`config.mk`:
```
export PLATFORM = sky130hd
export DESIGN_NAME = knob_change_display_selector_unit
export DESIGN_NICKNAME = d
export VERILOG_FILES = /design/src/kcds_pkg.sv /design/src/kcds_regs.sv /design/src/kcds_convert.sv /design/src/kcds_core.sv /design/src/knob_change_display_selector_unit.sv
export SDC_FILE = /design/constraint.sdc
export NUM_CORES = 1
export LEC_CHECK = 0
export BUFFER_PORTS_ARGS = -buffer_cell sky130_fd_sc_hd__clkbuf_2
export CORE_UTILIZATION = 56
export DETAILED_ROUTE_END_ITERATION = 6
export PLACE_DENSITY_LB_ADDON = 0.08
export SLEW_MARGIN = 10
export SYNTH_ARGS = -nofsm -noshare
export SYNTH_HDL_FRONTEND = slang
export SYNTH_SLANG_ARGS = --single-unit
```
`constraint.sdc`:
```
create_clock -name clk -period 11.38 [get_ports clk]
set_input_delay 3.414 -clock clk [delete_from_list [all_inputs] [get_ports clk]]
set_output_delay 3.414 -clock clk [all_outputs]
set_load 0.005 [all_outputs]
```
`src/kcds_pkg.sv`:
```
package kcds_pkg;

    localparam int CHANNEL_COUNT = 8;
    localparam int KNOB_COUNT    = 6;
    localparam int CHAN_W        = $clog2(CHANNEL_COUNT);
    localparam int ADDR_W        = 3;
    localparam int DATA_W        = 32;

    localparam logic [7:0]  THRESHOLD_RESET  = 8'd5;
    localparam logic [15:0] IDLE_LIMIT_RESET = 16'd1000;

    localparam logic [CHAN_W-1:0] CH_TONE     = 3'd0;
    localparam logic [CHAN_W-1:0] CH_REVERB   = 3'd1;
    localparam logic [CHAN_W-1:0] CH_TREBLE   = 3'd2;
    localparam logic [CHAN_W-1:0] CH_MIDDLE   = 3'd3;
    localparam logic [CHAN_W-1:0] CH_BASS     = 3'd4;
    localparam logic [CHAN_W-1:0] CH_SENSOR   = 3'd5;
    localparam logic [CHAN_W-1:0] LABEL_FIRST = 3'd6;

    typedef enum logic [1:0] {
        MODE_VALUE = 2'd0,
        MODE_LABEL = 2'd1,
        MODE_IDLE  = 2'd2
    } display_mode_t;

    typedef struct packed {
        logic [7:0] knob0;
        logic [7:0] knob1;
        logic [7:0] knob2;
        logic [7:0] knob3;
        logic [7:0] knob4;
        logic [7:0] knob5;
        logic       button_up;
        logic       button_down;
    } scan_t;

    typedef struct packed {
        display_mode_t      display_mode;
        logic [CHAN_W-1:0]  shown_channel;
        logic signed [7:0]  shown_value;
    } result_t;

    typedef struct packed {
        logic [7:0]  variation_threshold;
        logic [15:0] idle_limit;
    } cfg_t;

endpackage

```
`src/kcds_regs.sv`:
```
module kcds_regs
    import kcds_pkg::*;
(
    input  logic              clk,
    input  logic              rst_n,
    input  logic              psel,
    input  logic              penable,
    input  logic              pwrite,
    input  logic [ADDR_W-1:0] paddr,
    input  logic [DATA_W-1:0] pwdata,
    output logic [DATA_W-1:0] prdata,
    output logic              pready,
    output cfg_t              cfg
);

    typedef enum logic {
        REG_THRESHOLD  = 1'b0,
        REG_IDLE_LIMIT = 1'b1
    } reg_index_t;

    reg_index_t  index;
    logic        write_en;
    logic [7:0]  threshold_reg;
    logic [15:0] idle_limit_reg;

    assign pready   = 1'b1;
    assign index    = reg_index_t'(paddr[2]);
    assign write_en = psel && penable && pwrite && pready;

    always_ff @(posedge clk or negedge rst_n)
    begin
        if (!rst_n)
        begin
            threshold_reg  <= THRESHOLD_RESET;
            idle_limit_reg <= IDLE_LIMIT_RESET;
        end
        else if (write_en)
        begin
            case (index)
                REG_THRESHOLD:  threshold_reg  <= pwdata[7:0];
                REG_IDLE_LIMIT: idle_limit_reg <= pwdata[15:0];
                default:        ;
            endcase
        end
    end

    always_comb
    begin
        case (index)
            REG_THRESHOLD:  prdata = DATA_W'(threshold_reg);
            REG_IDLE_LIMIT: prdata = DATA_W'(idle_limit_reg);
            default:        prdata = '0;
        endcase
    end

    assign cfg.variation_threshold = threshold_reg;
    assign cfg.idle_limit          = idle_limit_reg;

endmodule

```
`src/kcds_convert.sv`:
```
module kcds_convert
    import kcds_pkg::*;
(
    input  logic [CHAN_W-1:0] channel,
    input  logic [7:0]        sample,
    output logic signed [7:0] value
);

    localparam logic [20:0] SENSOR_RECIP = 21'd1510705;

    // Exact for dividends below 65280, which covers every use here.
    function automatic logic [7:0] div255(input logic [15:0] x);
        logic [16:0] sum;
        sum = 17'(x) + 17'(x[15:8]) + 17'd1;
        return sum[15:8];
    endfunction

    logic [7:0]  tone_q;
    logic [7:0]  reverb_q;
    logic [7:0]  eq_q;
    logic [8:0]  tone_val;
    logic [8:0]  eq_val;
    logic [28:0] sensor_prod;
    logic [8:0]  sensor_t;
    logic [7:0]  rescale;
    logic [15:0] rescale_x100;
    logic [7:0]  sensor_q;

    assign tone_q   = div255(16'(sample) * 16'd200);
    assign reverb_q = div255(16'(sample) * 16'd100);
    assign eq_q     = div255(16'(sample) * 16'd12);
    assign tone_val = {1'b0, tone_q} - 9'd100;
    assign eq_val   = {1'b0, eq_q} - 9'd6;

    // The sensor rescale works on floor(255 * s / 177), taken by reciprocal.
    assign sensor_prod = 29'(sample) * 29'(SENSOR_RECIP);
    assign sensor_t    = sensor_prod[28:20];

    always_comb
    begin
        if (sensor_t <= 9'd192)
        begin
            rescale = 8'd0;
        end
        else if (sensor_t >= 9'd256)
        begin
            rescale = 8'd255;
        end
        else
        begin
            rescale = {sensor_t[5:0], 2'b00};
        end
    end

    assign rescale_x100 = (16'(rescale) << 6) + (16'(rescale) << 5) + (16'(rescale) << 2);
    assign sensor_q     = div255(rescale_x100);

    always_comb
    begin
        case (channel) inside
            CH_TONE:              value = tone_val[7:0];
            CH_REVERB:            value = reverb_q;
            [CH_TREBLE:CH_BASS]:  value = eq_val[7:0];
            CH_SENSOR:            value = sensor_q;
            default:              value = '0;
        endcase
    end

endmodule

```
`src/kcds_core.sv`:
```
module kcds_core
    import kcds_pkg::*;
(
    input  logic    clk,
    input  logic    rst_n,
    input  cfg_t    cfg,
    input  logic    scan_valid,
    output logic    scan_ready,
    input  scan_t   scan,
    output logic    result_valid,
    input  logic    result_ready,
    output result_t result
);

    logic              scan_valid_reg;
    scan_t             scan_reg;
    logic              result_valid_reg;
    result_t           result_reg;
    result_t           result_next;
    logic [7:0]        prev_samples_reg [KNOB_COUNT];
    logic [CHAN_W-1:0] sel_reg;
    logic [CHAN_W-1:0] sel_next;
    logic [15:0]       idle_count_reg;
    logic [15:0]       idle_count_next;
    logic              prev_up_reg;
    logic              prev_down_reg;

    logic              advance;
    logic [7:0]        knob [KNOB_COUNT];
    logic [KNOB_COUNT-1:0] hit;
    logic              rise_up;
    logic              rise_down;
    logic              pressed;
    logic              changed;
    logic [CHAN_W-1:0] step_ch;
    logic [CHAN_W-1:0] knob_ch;
    logic [7:0]        sample;
    logic signed [7:0] unit_value;

    assign advance    = scan_valid_reg && (!result_valid_reg || result_ready);
    assign scan_ready = !scan_valid_reg || advance;

    always_ff @(posedge clk or negedge rst_n)
    begin
        if (!rst_n)
        begin
            scan_valid_reg <= 1'b0;
        end
        else if (scan_ready)
        begin
            scan_valid_reg <= scan_valid;
        end
    end

    always_ff @(posedge clk)
    begin
        if (scan_valid && scan_ready)
        begin
            scan_reg <= scan;
        end
    end

    assign knob[0] = scan_reg.knob0;
    assign knob[1] = scan_reg.knob1;
    assign knob[2] = scan_reg.knob2;
    assign knob[3] = scan_reg.knob3;
    assign knob[4] = scan_reg.knob4;
    assign knob[5] = scan_reg.knob5;

    assign rise_up   = scan_reg.button_up && !prev_up_reg;
    assign rise_down = scan_reg.button_down && !prev_down_reg;
    assign pressed   = rise_up || rise_down;
    assign step_ch   = sel_reg + CHAN_W'(rise_up) - CHAN_W'(rise_down);

    always_comb
    begin
        for (int i = 0; i < KNOB_COUNT; i++)
        begin
            if (knob[i] > prev_samples_reg[i])
            begin
                hit[i] = (knob[i] - prev_samples_reg[i]) >= cfg.variation_threshold;
            end
            else
            begin
                hit[i] = (prev_samples_reg[i] - knob[i]) >= cfg.variation_threshold;
            end
        end
    end

    // The lowest knob that moved far enough takes the display.
    always_comb
    begin
        knob_ch = '0;
        for (int i = KNOB_COUNT - 1; i >= 0; i--)
        begin
            if (hit[i])
            begin
                knob_ch = CHAN_W'(i);
            end
        end
    end

    assign changed  = |hit;
    assign sel_next = changed ? knob_ch : step_ch;

    always_comb
    begin
        if (changed || pressed)
        begin
            idle_count_next = '0;
        end
        else if (idle_count_reg == '1)
        begin
            idle_count_next = idle_count_reg;
        end
        else
        begin
            idle_count_next = idle_count_reg + 16'd1;
        end
    end

    assign sample = (sel_next < CHAN_W'(KNOB_COUNT)) ? knob[sel_next] : 8'd0;

    kcds_convert u_convert (
        .channel (sel_next),
        .sample  (sample),
        .value   (unit_value)
    );

    always_comb
    begin
        result_next.shown_channel = sel_next;
        if (idle_count_next >= cfg.idle_limit)
        begin
            result_next.display_mode = MODE_IDLE;
            result_next.shown_value  = '0;
        end
        else if (sel_next >= LABEL_FIRST)
        begin
            result_next.display_mode = MODE_LABEL;
            result_next.shown_value  = '0;
        end
        else
        begin
            result_next.display_mode = MODE_VALUE;
            result_next.shown_value  = unit_value;
        end
    end

    always_ff @(posedge clk or negedge rst_n)
    begin
        if (!rst_n)
        begin
            for (int i = 0; i < KNOB_COUNT; i++)
            begin
                prev_samples_reg[i] <= '0;
            end
            sel_reg        <= '0;
            idle_count_reg <= '0;
            prev_up_reg    <= 1'b0;
            prev_down_reg  <= 1'b0;
        end
        else if (advance)
        begin
            for (int i = 0; i < KNOB_COUNT; i++)
            begin
                prev_samples_reg[i] <= knob[i];
            end
            sel_reg        <= sel_next;
            idle_count_reg <= idle_count_next;
            prev_up_reg    <= scan_reg.button_up;
            prev_down_reg  <= scan_reg.button_down;
        end
    end

    always_ff @(posedge clk or negedge rst_n)
    begin
        if (!rst_n)
        begin
            result_valid_reg <= 1'b0;
        end
        else if (advance)
        begin
            result_valid_reg <= 1'b1;
        end
        else if (result_ready)
        begin
            result_valid_reg <= 1'b0;
        end
    end

    always_ff @(posedge clk)
    begin
        if (advance)
        begin
            result_reg <= result_next;
        end
    end

    assign result_valid = result_valid_reg;
    assign result       = result_reg;

    a_value_zero_unless_shown: assert property (@(posedge clk) disable iff (!rst_n)
        (result_valid_reg && result_reg.display_mode != MODE_VALUE)
        |-> result_reg.shown_value == 8'sd0)
        else $error("value field not zero outside value mode");

    a_value_mode_knob_only: assert property (@(posedge clk) disable iff (!rst_n)
        (result_valid_reg && result_reg.display_mode == MODE_VALUE)
        |-> result_reg.shown_channel < LABEL_FIRST)
        else $error("value mode shown for a label channel");

    a_result_matches_state: assert property (@(posedge clk) disable iff (!rst_n)
        result_valid_reg |-> result_reg.shown_channel == sel_reg)
        else $error("shown channel differs from the selection state");

    a_change_clears_count: assert property (@(posedge clk) disable iff (!rst_n)
        (advance && (changed || pressed)) |=> idle_count_reg == 16'd0)
        else $error("idle count not cleared after activity");

    a_count_steps: assert property (@(posedge clk) disable iff (!rst_n)
        (advance && !changed && !pressed && idle_count_reg != 16'hFFFF)
        |=> idle_count_reg == $past(idle_count_reg) + 16'd1)
        else $error("idle count did not step by one");

endmodule

```
`src/knob_change_display_selector_unit.sv`:
```
// Knob change display selector.
// A scan of six knob samples and two button levels enters on the scan channel
// (scan_valid, scan_ready, scan); one result per scan leaves on the result
// channel (result_valid, result_ready, result) with the display mode, the shown
// channel and that channel's value in its unit. A transfer takes place on a
// rising clock edge at which valid and ready are both high.
// A scan is held in an input register, worked through in combinational logic
// and stored in a result register, from which its result is then valid.
// One scan is taken every cycle while results are taken.
// When the receiver stalls, the result register holds its result and the input
// register holds one further scan; scan_ready then falls until the result
// transfer frees the pipeline.
// Reset clears the previous samples, the selected channel, the idle count and
// the button history, empties both registers and restores the threshold to 5
// and the idle limit to 1000. The threshold lies at byte address 0 and the idle
// limit at byte address 4 of the register port, which never waits.
module knob_change_display_selector_unit
    import kcds_pkg::*;
(
    input  logic              clk,
    input  logic              rst_n,
    input  logic              psel,
    input  logic              penable,
    input  logic              pwrite,
    input  logic [ADDR_W-1:0] paddr,
    input  logic [DATA_W-1:0] pwdata,
    output logic [DATA_W-1:0] prdata,
    output logic              pready,
    input  logic              scan_valid,
    output logic              scan_ready,
    input  scan_t             scan,
    output logic              result_valid,
    input  logic              result_ready,
    output result_t           result
);

    cfg_t cfg;

    kcds_regs u_regs (
        .clk     (clk),
        .rst_n   (rst_n),
        .psel    (psel),
        .penable (penable),
        .pwrite  (pwrite),
        .paddr   (paddr),
        .pwdata  (pwdata),
        .prdata  (prdata),
        .pready  (pready),
        .cfg     (cfg)
    );

    kcds_core u_core (
        .clk          (clk),
        .rst_n        (rst_n),
        .cfg          (cfg),
        .scan_valid   (scan_valid),
        .scan_ready   (scan_ready),
        .scan         (scan),
        .result_valid (result_valid),
        .result_ready (result_ready),
        .result       (result)
    );

endmodule

```
# Word-level counts from Yosys, hierarchy flattened
# Index checks and enable logic that the tools add are counted.
[classes]
n_lt_le_gt_ge = 26
mux = 29
n_bitwise = 2
add_sub_neg = 27
mul = 4
eq_ne = 3
reduce_logical = 21
[op_table]
columns = ["op", "count"]
rows = [
  ["$ge A8 B8 Y1", 12],
  ["$sub A8 B8 Y8", 12],
  ["$mux W8", 9],
  ["$add A16 B1 Y16 const B", 4],
  ["$pmux W32 S2", 1],
  ["$gt A8 B8 Y1", 6],
  ["$add A16 B8 Y16", 2],
  ["$mux W16", 2],
  ["$mul A8 B21 Y29 const B", 1],
  ["$mul A8 B5 Y13 const B", 2],
  ["$bmux W8 S3", 1],
  ["$mux W3", 7],
  ["$add A15 B10 Y16", 1],
  ["$add A15 B7 Y16", 1],
  ["$eq A16 B16 Y1 const B", 1],
  ["$ge A16 B16 Y1", 1],
  ["$add A14 B13 Y15", 1],
  ["$add A13 B1 Y14 const B", 1],
  ["$add A12 B4 Y13", 1],
  ["$mul A8 B2 Y10 const B", 1],
  ["$ge A9 B9 Y1 const B", 1],
  ["$le A9 B8 Y1 const B", 1],
  ["$mux W1", 9],
  ["$sub A8 B7 Y8 const B", 1],
  ["20 further kinds", 33],
]
[totals]
in_bits = 92
reg_bits = 158
wordCells = 137

# Depth between registers and ports, before layout
[depth]
word_depth = 27
depth_mapped = 67

# Cells and area by module
# Synthesis repeated with hierarchy kept, for this count alone.
[unflattened]
hier_cells = 1940
hier_area_um2 = 17994.8
[by_module_without_submodules]
columns = ["mod", "seq_area_each_um2", "area_per_inst_um2", "cells_per_inst", "instances"]
rows = [
  ["kcds_core", 3668.5, 11992.8, 1286, 1],
  ["kcds_convert", 0.0, 4739.5, 566, 1],
  ["kcds_regs", 610.6, 1262.5, 88, 1],
]

# Worst setup path before layout
# OpenSTA, ideal clock, no wires.
[synth_path]
path_kind = "register to register"
start = "register u_core.scan_reg (netlist bit u_core.knob[24])"
end = "register u_core.result_reg (netlist bit u_core.result[6]), data pin"
t_arrival_ns = 12.287
required_ns = 11.200
slack_ns = -1.087
period_less_slack_ns = 12.467
stages_incl_launch_ff = 64
cell_sequence = "edfxtp_1 inv_1 ha_1 inv_1 fa_1 a21oi_1 nor2b_1 nor2_1 o21bai_1 a21oi_1 xnor2_1 ha_1 and4_1 nand2_1 o211ai_1 mux2_1 nand2b_1 o21bai_4 (+28 left out) inv_1 ha_1 a21o_1 a21oi_1 o21bai_1 a21oi_1 nor2b_1 o21a_1 ha_1 and3_1 a32oi_1 or2_2 nor2_1 nand3_1 xor2_1 a21oi_1 o21ai_0 a221oi_1"
[synth_via]
elab_chain_len = 24
[synth_rtl]
columns = ["element", "line", "rtl"]
rows = [
  ["start: declaration", "kcds_core.sv:16", "scan_t scan_reg;"],
  ["start signal: assignment", "kcds_core.sv:59", "scan_reg <= scan;"],
  ["$sub A8 B8 Y8, on equally long branches", "kcds_core.sv:85, kcds_core.sv:81", ""],
  ["$ge A8 B8 Y1, on equally long branches", "kcds_core.sv:85, kcds_core.sv:81", ""],
  ["$mux W1", "kcds_core.sv:79", "if (knob[i] > prev_samples_reg[i])"],
  ["$mux W3 (3 in series)", "kcds_core.sv:96", "if (hit[i])"],
  ["$mux W3", "kcds_core.sv:104", "assign sel_next = changed ? knob_ch : step_ch;"],
  ["$not A3 Y4 (not written as such)", "kcds_core.sv:122", "assign sample = (sel_next < CHAN_W'(KNOB_COUNT)) ? knob[sel_next] : 8'd0;"],
  ["$bmux W8 S3", "kcds_core.sv:122", ""],
  ["$mux W8 (not written as such) (2 in series)", "kcds_core.sv:122", ""],
  ["(+2 left out)", "-", ""],
  ["$ge A9 B9 Y1", "kcds_convert.sv:45", "else if (sensor_t >= 9'd256)"],
  ["$mux W8", "kcds_convert.sv:45", ""],
  ["$mux W8", "kcds_convert.sv:41", "if (sensor_t <= 9'd192)"],
  ["$add A14 B13 Y15", "kcds_convert.sv:55", "assign rescale_x100 = (16'(rescale) << 6) + (16'(rescale) << 5) + (16'(rescale) << 2);"],
  ["$add A15 B10 Y16", "kcds_convert.sv:55", ""],
  ["$add A16 B8 Y16", "kcds_convert.sv:14", "sum = 17'(x) + 17'(x[15:8]) + 17'd1;"],
  ["$add A16 B1 Y16", "kcds_convert.sv:14", ""],
  ["$mux W8 (4 in series)", "kcds_convert.sv:60", "case (channel) inside"],
  ["end signal: assignment", "kcds_core.sv:196", "result_reg <= result_next;"],
  ["end: declaration", "kcds_core.sv:18", "result_t result_reg;"],
]
# Several ways; a longest one is shown, not always the timed one. The select of a mux whose other input is x is not followed.
# A chain may end at the register's enable or synchronous reset.

==> impl_results.md <==
- Status: finished with violations
- Violated checks: setup timing
- DRT iter0 DRCs: approximately 1000
- Met2 wire len: ~22000 um
- Syn avg cell area: between 9 and 10 sq um
- Worst slack, placed: -1060 ps
- Post-synthesis cell count: 1911
- Clock Sinks: 158
- Worst setup margin: -712 ps
- Hold crit path type: reg2reg
- Final WL: around 46000 um
- GRT overflow: 0
- Fin Hold WS: just under 500 ps
- Reg area: 4280 sq um
- Max stage delay on crit path: 560 ps
- Final core utilization: approximately three quarters
- Row Count: 63
- Avg WL per Cell: between 15 and 20 um
- Initial Utilization: between 50% and 60%
- Clock Tree Buf Depth: 2
- Root Buffer: clkbuf_16
- I/O Pins: 140
- Max Slew Vio Count: 0
- Multi-input logic area: approximately 12000 sq um
- Uppermost layer routed: met4
- Synthesized area: between 15000 and 20000 sq um
- Synth Area in Compound Gates: 18.4%
- Type of destination of the critical path: register
- Slowest CP cell: fa_2
- Area grow syn2layout: 30.2%
- Post-Synth Adder-Cell Area: 28.9%
- Final setup violation count: 8
- Area share of and/or/nand/nor cells after synthesis: between 10% and 20%
- Unrepaired setup endpoints after global routing: true
- FF+latch count, synth: 158
- Vias per cell: 5.44
- Post-route clock period utilization: 106%
- Clk_lat worst skew: 460 ps
- Port Buf Inserts: 104
- Antenna violations before repair: 0
- Number of global-route vias before repair: 15400
- Met3 routed WL: 1930 um
- Crit-path max FO: 8
- DRC: 0
- Tmin final: approximately 12000 ps
- Worst Setup Start Kind: register
- TritonRoute pass-1 iters: 5
- Detailed Place HPWL: 36700 um
- Placed cell areas: approximately 21000 sq um
- Highest clock rate: just over 0.08 GHz
- Max-cap violations: 0
- Final nets: 2859
- First-pass GRT wire length: 75600 um
- Largest net degree at the start of global routing: 89
- TritonCTS Buffers: 17
- Main flop type after synthesis: dfrtp_1
- Synthesis Warnings: 0
- CTS tree: yes
- DRT met1 WL: 21000 um
- Largest family of logic cells by synthesized area: adder cells
- Core ar.: 30000 sq um
- Required arrival time at the worst endpoint: 11660 ps
- Fillers: between 2000 and 2500
- Commonest non-fill, non-tap cell in the layout: buf_4
- H-tree depth: 4
- Final instance area: roughly 22000 sq um
- Clock-pin slew on the worst setup and hold paths: 70 ps
- Post-synthesis sequential area ratio: 24.8%
- Clock skew: 14.1 ps
- Worst-margin pin slew: 992 ps
- Critical Setup Path Class: reg2reg
- Synth Area in XOR/XNOR: under 10%
- Vias: about 15000
- Netlist cell types: 82
- N_diodes: 0
- Critical path arrival: 12370 ps
- Number of synthesized flops with an enable pin: 63
- Final Hold Fails: 0
- Total GRT Usage: 30.8%
- GPL Wtd Cong: slightly above 0.9
- Most frequent cells in the layout: 414 x buf_4, 301 x ha_1, 223 x inv_1
- Routed Antenna Nets: 0
- Die Area: 31500 sq um
- Die Height: 178 um
- Die W: between 150 and 200 um
- Asr flop ratio synth: approximately 60%
- Max_slew headroom: 33.7%
- Mux cell area share after synthesis: 2.85%
- Layout cells sized above 1: 30.8%
## cell families after synthesis
logic type / count (synthesis)
buffers and inverters: 319
xor gates and xnor gates: 130
adders and majority gates: 368
other: 2
muxes: 45
and+or+nand+nor: 387
DFF: 158
AOI/OAI and AO/OA: 502
## cells in the mapped netlist, types with 4 or more instances
cell type | instances | area [sq um]
dfstp_2 | 8 | 210
nand3_1 | 26 | 130
nor2_1 | 89 | 334
a311oi_1 | 4 | 35.0
a211oi_2 | 5 | 62.6
fa_1 | 50 | 1000
o21ai_0 | 126 | 631
mux2i_1 | 12 | 120
and4_1 | 6 | 52.6
nor3_1 | 12 | 60.1
o31ai_1 | 17 | 128
o21a_1 | 15 | 113
a31o_2 | 5 | 43.8
and3_1 | 9 | 56.3
nand4_1 | 21 | 131
edfxtp_1 | 63 | 1890
inv_1 | 240 | 901
o22ai_1 | 8 | 50.1
xor2_1 | 42 | 368
or2_1 | 4 | 25.0
dfrtp_1 | 87 | 2180
a211o_1 | 6 | 52.6
a31oi_1 | 10 | 62.6
o211ai_1 | 14 | 105
ha_1 | 318 | 3980
clkbuf_1 | 32 | 120
a211oi_1 | 11 | 82.6
nand2_1 | 141 | 529
a21o_1 | 59 | 443
nand2b_1 | 16 | 100
nor2b_1 | 23 | 144
o21bai_1 | 34 | 255
and2_1 | 20 | 125
buf_2 | 21 | 105
buf_4 | 17 | 128
mux2_2 | 31 | 349
xnor2_1 | 87 | 762
a21oi_1 | 155 | 776
## repair_timing
action                                  CTS  global route
endpoints found under the setup margin    8             8
pin swaps                                58            58
buffers inserted                         31             6
resized for setup                        58            42
hold buffers                              0             0
## worst max-delay path, delay by kind of cell, from the launching register on
kind	cells	cell delay, ps
AO/OA/AOI/OAI	27	4490
AND/OR/NAND/NOR	10	1080
XOR/XNOR	3	500
flip-flops	1	380
adder cells (fa/ha/maj)	12	4060
buffers and inverters	12	1390
## metal layers
layer	track usage, %	vias to the layer above
met4	9.79	0
li1	-	7583
met1	39.7	7247
met3	4.01	68
met2	53.1	331
met5	0	-
## final timing paths
| path | startpoint | endpoint | slack (ps) | cells past startpoint |
|---|---|---|---|---|
| min in group asynchronous | rst_n | u_core.prev_samples_reg[22]$_DFFE_PN0P_ | 2960 | 1 |
| worst min register to register | u_core.sel_reg[0]$_DFFE_PN0P_ | u_core.sel_reg[0]$_DFFE_PN0P_ | 480 | 2 |
| worst max-delay path | u_core.prev_samples_reg[8]$_DFFE_PN0P_ | u_core.result[6]$_SDFFCE_PP0P_ | -710 | 64 |
| worst max register to register | u_core.prev_samples_reg[8]$_DFFE_PN0P_ | u_core.result[6]$_SDFFCE_PP0P_ | -710 | 64 |
| worst min-delay path | u_core.sel_reg[0]$_DFFE_PN0P_ | u_core.sel_reg[0]$_DFFE_PN0P_ | 480 | 2 |
| max in group asynchronous | rst_n | u_core.idle_count_reg[3]$_DFFE_PN0P_ | 7200 | 2 |
## metrics by stage
stage | instances | TNS, ps
after floorplan | 1926 | 0
after global placement | 2734 | -6190
after detailed placement | 2734 | -7720
after CTS | 2797 | -4110
after global routing | 2802 | -9550
final | 2802 | -5080
## cell type report
type / instances / share of cell area [%]
multi-input cells: 1449 / 55.1
repair buffers: 529 / 17.0
inverters: 244 / 4.12
clock inverters: 13 / 0.563
well taps: 390 / 2.17
clock buffers: 19 / 2.02
flip-flops and latches: 158 / 19.1
Power is left out: the tool's default activity adds up to more than one toggle a clock period on the data nets, which glitch-free logic cannot reach.
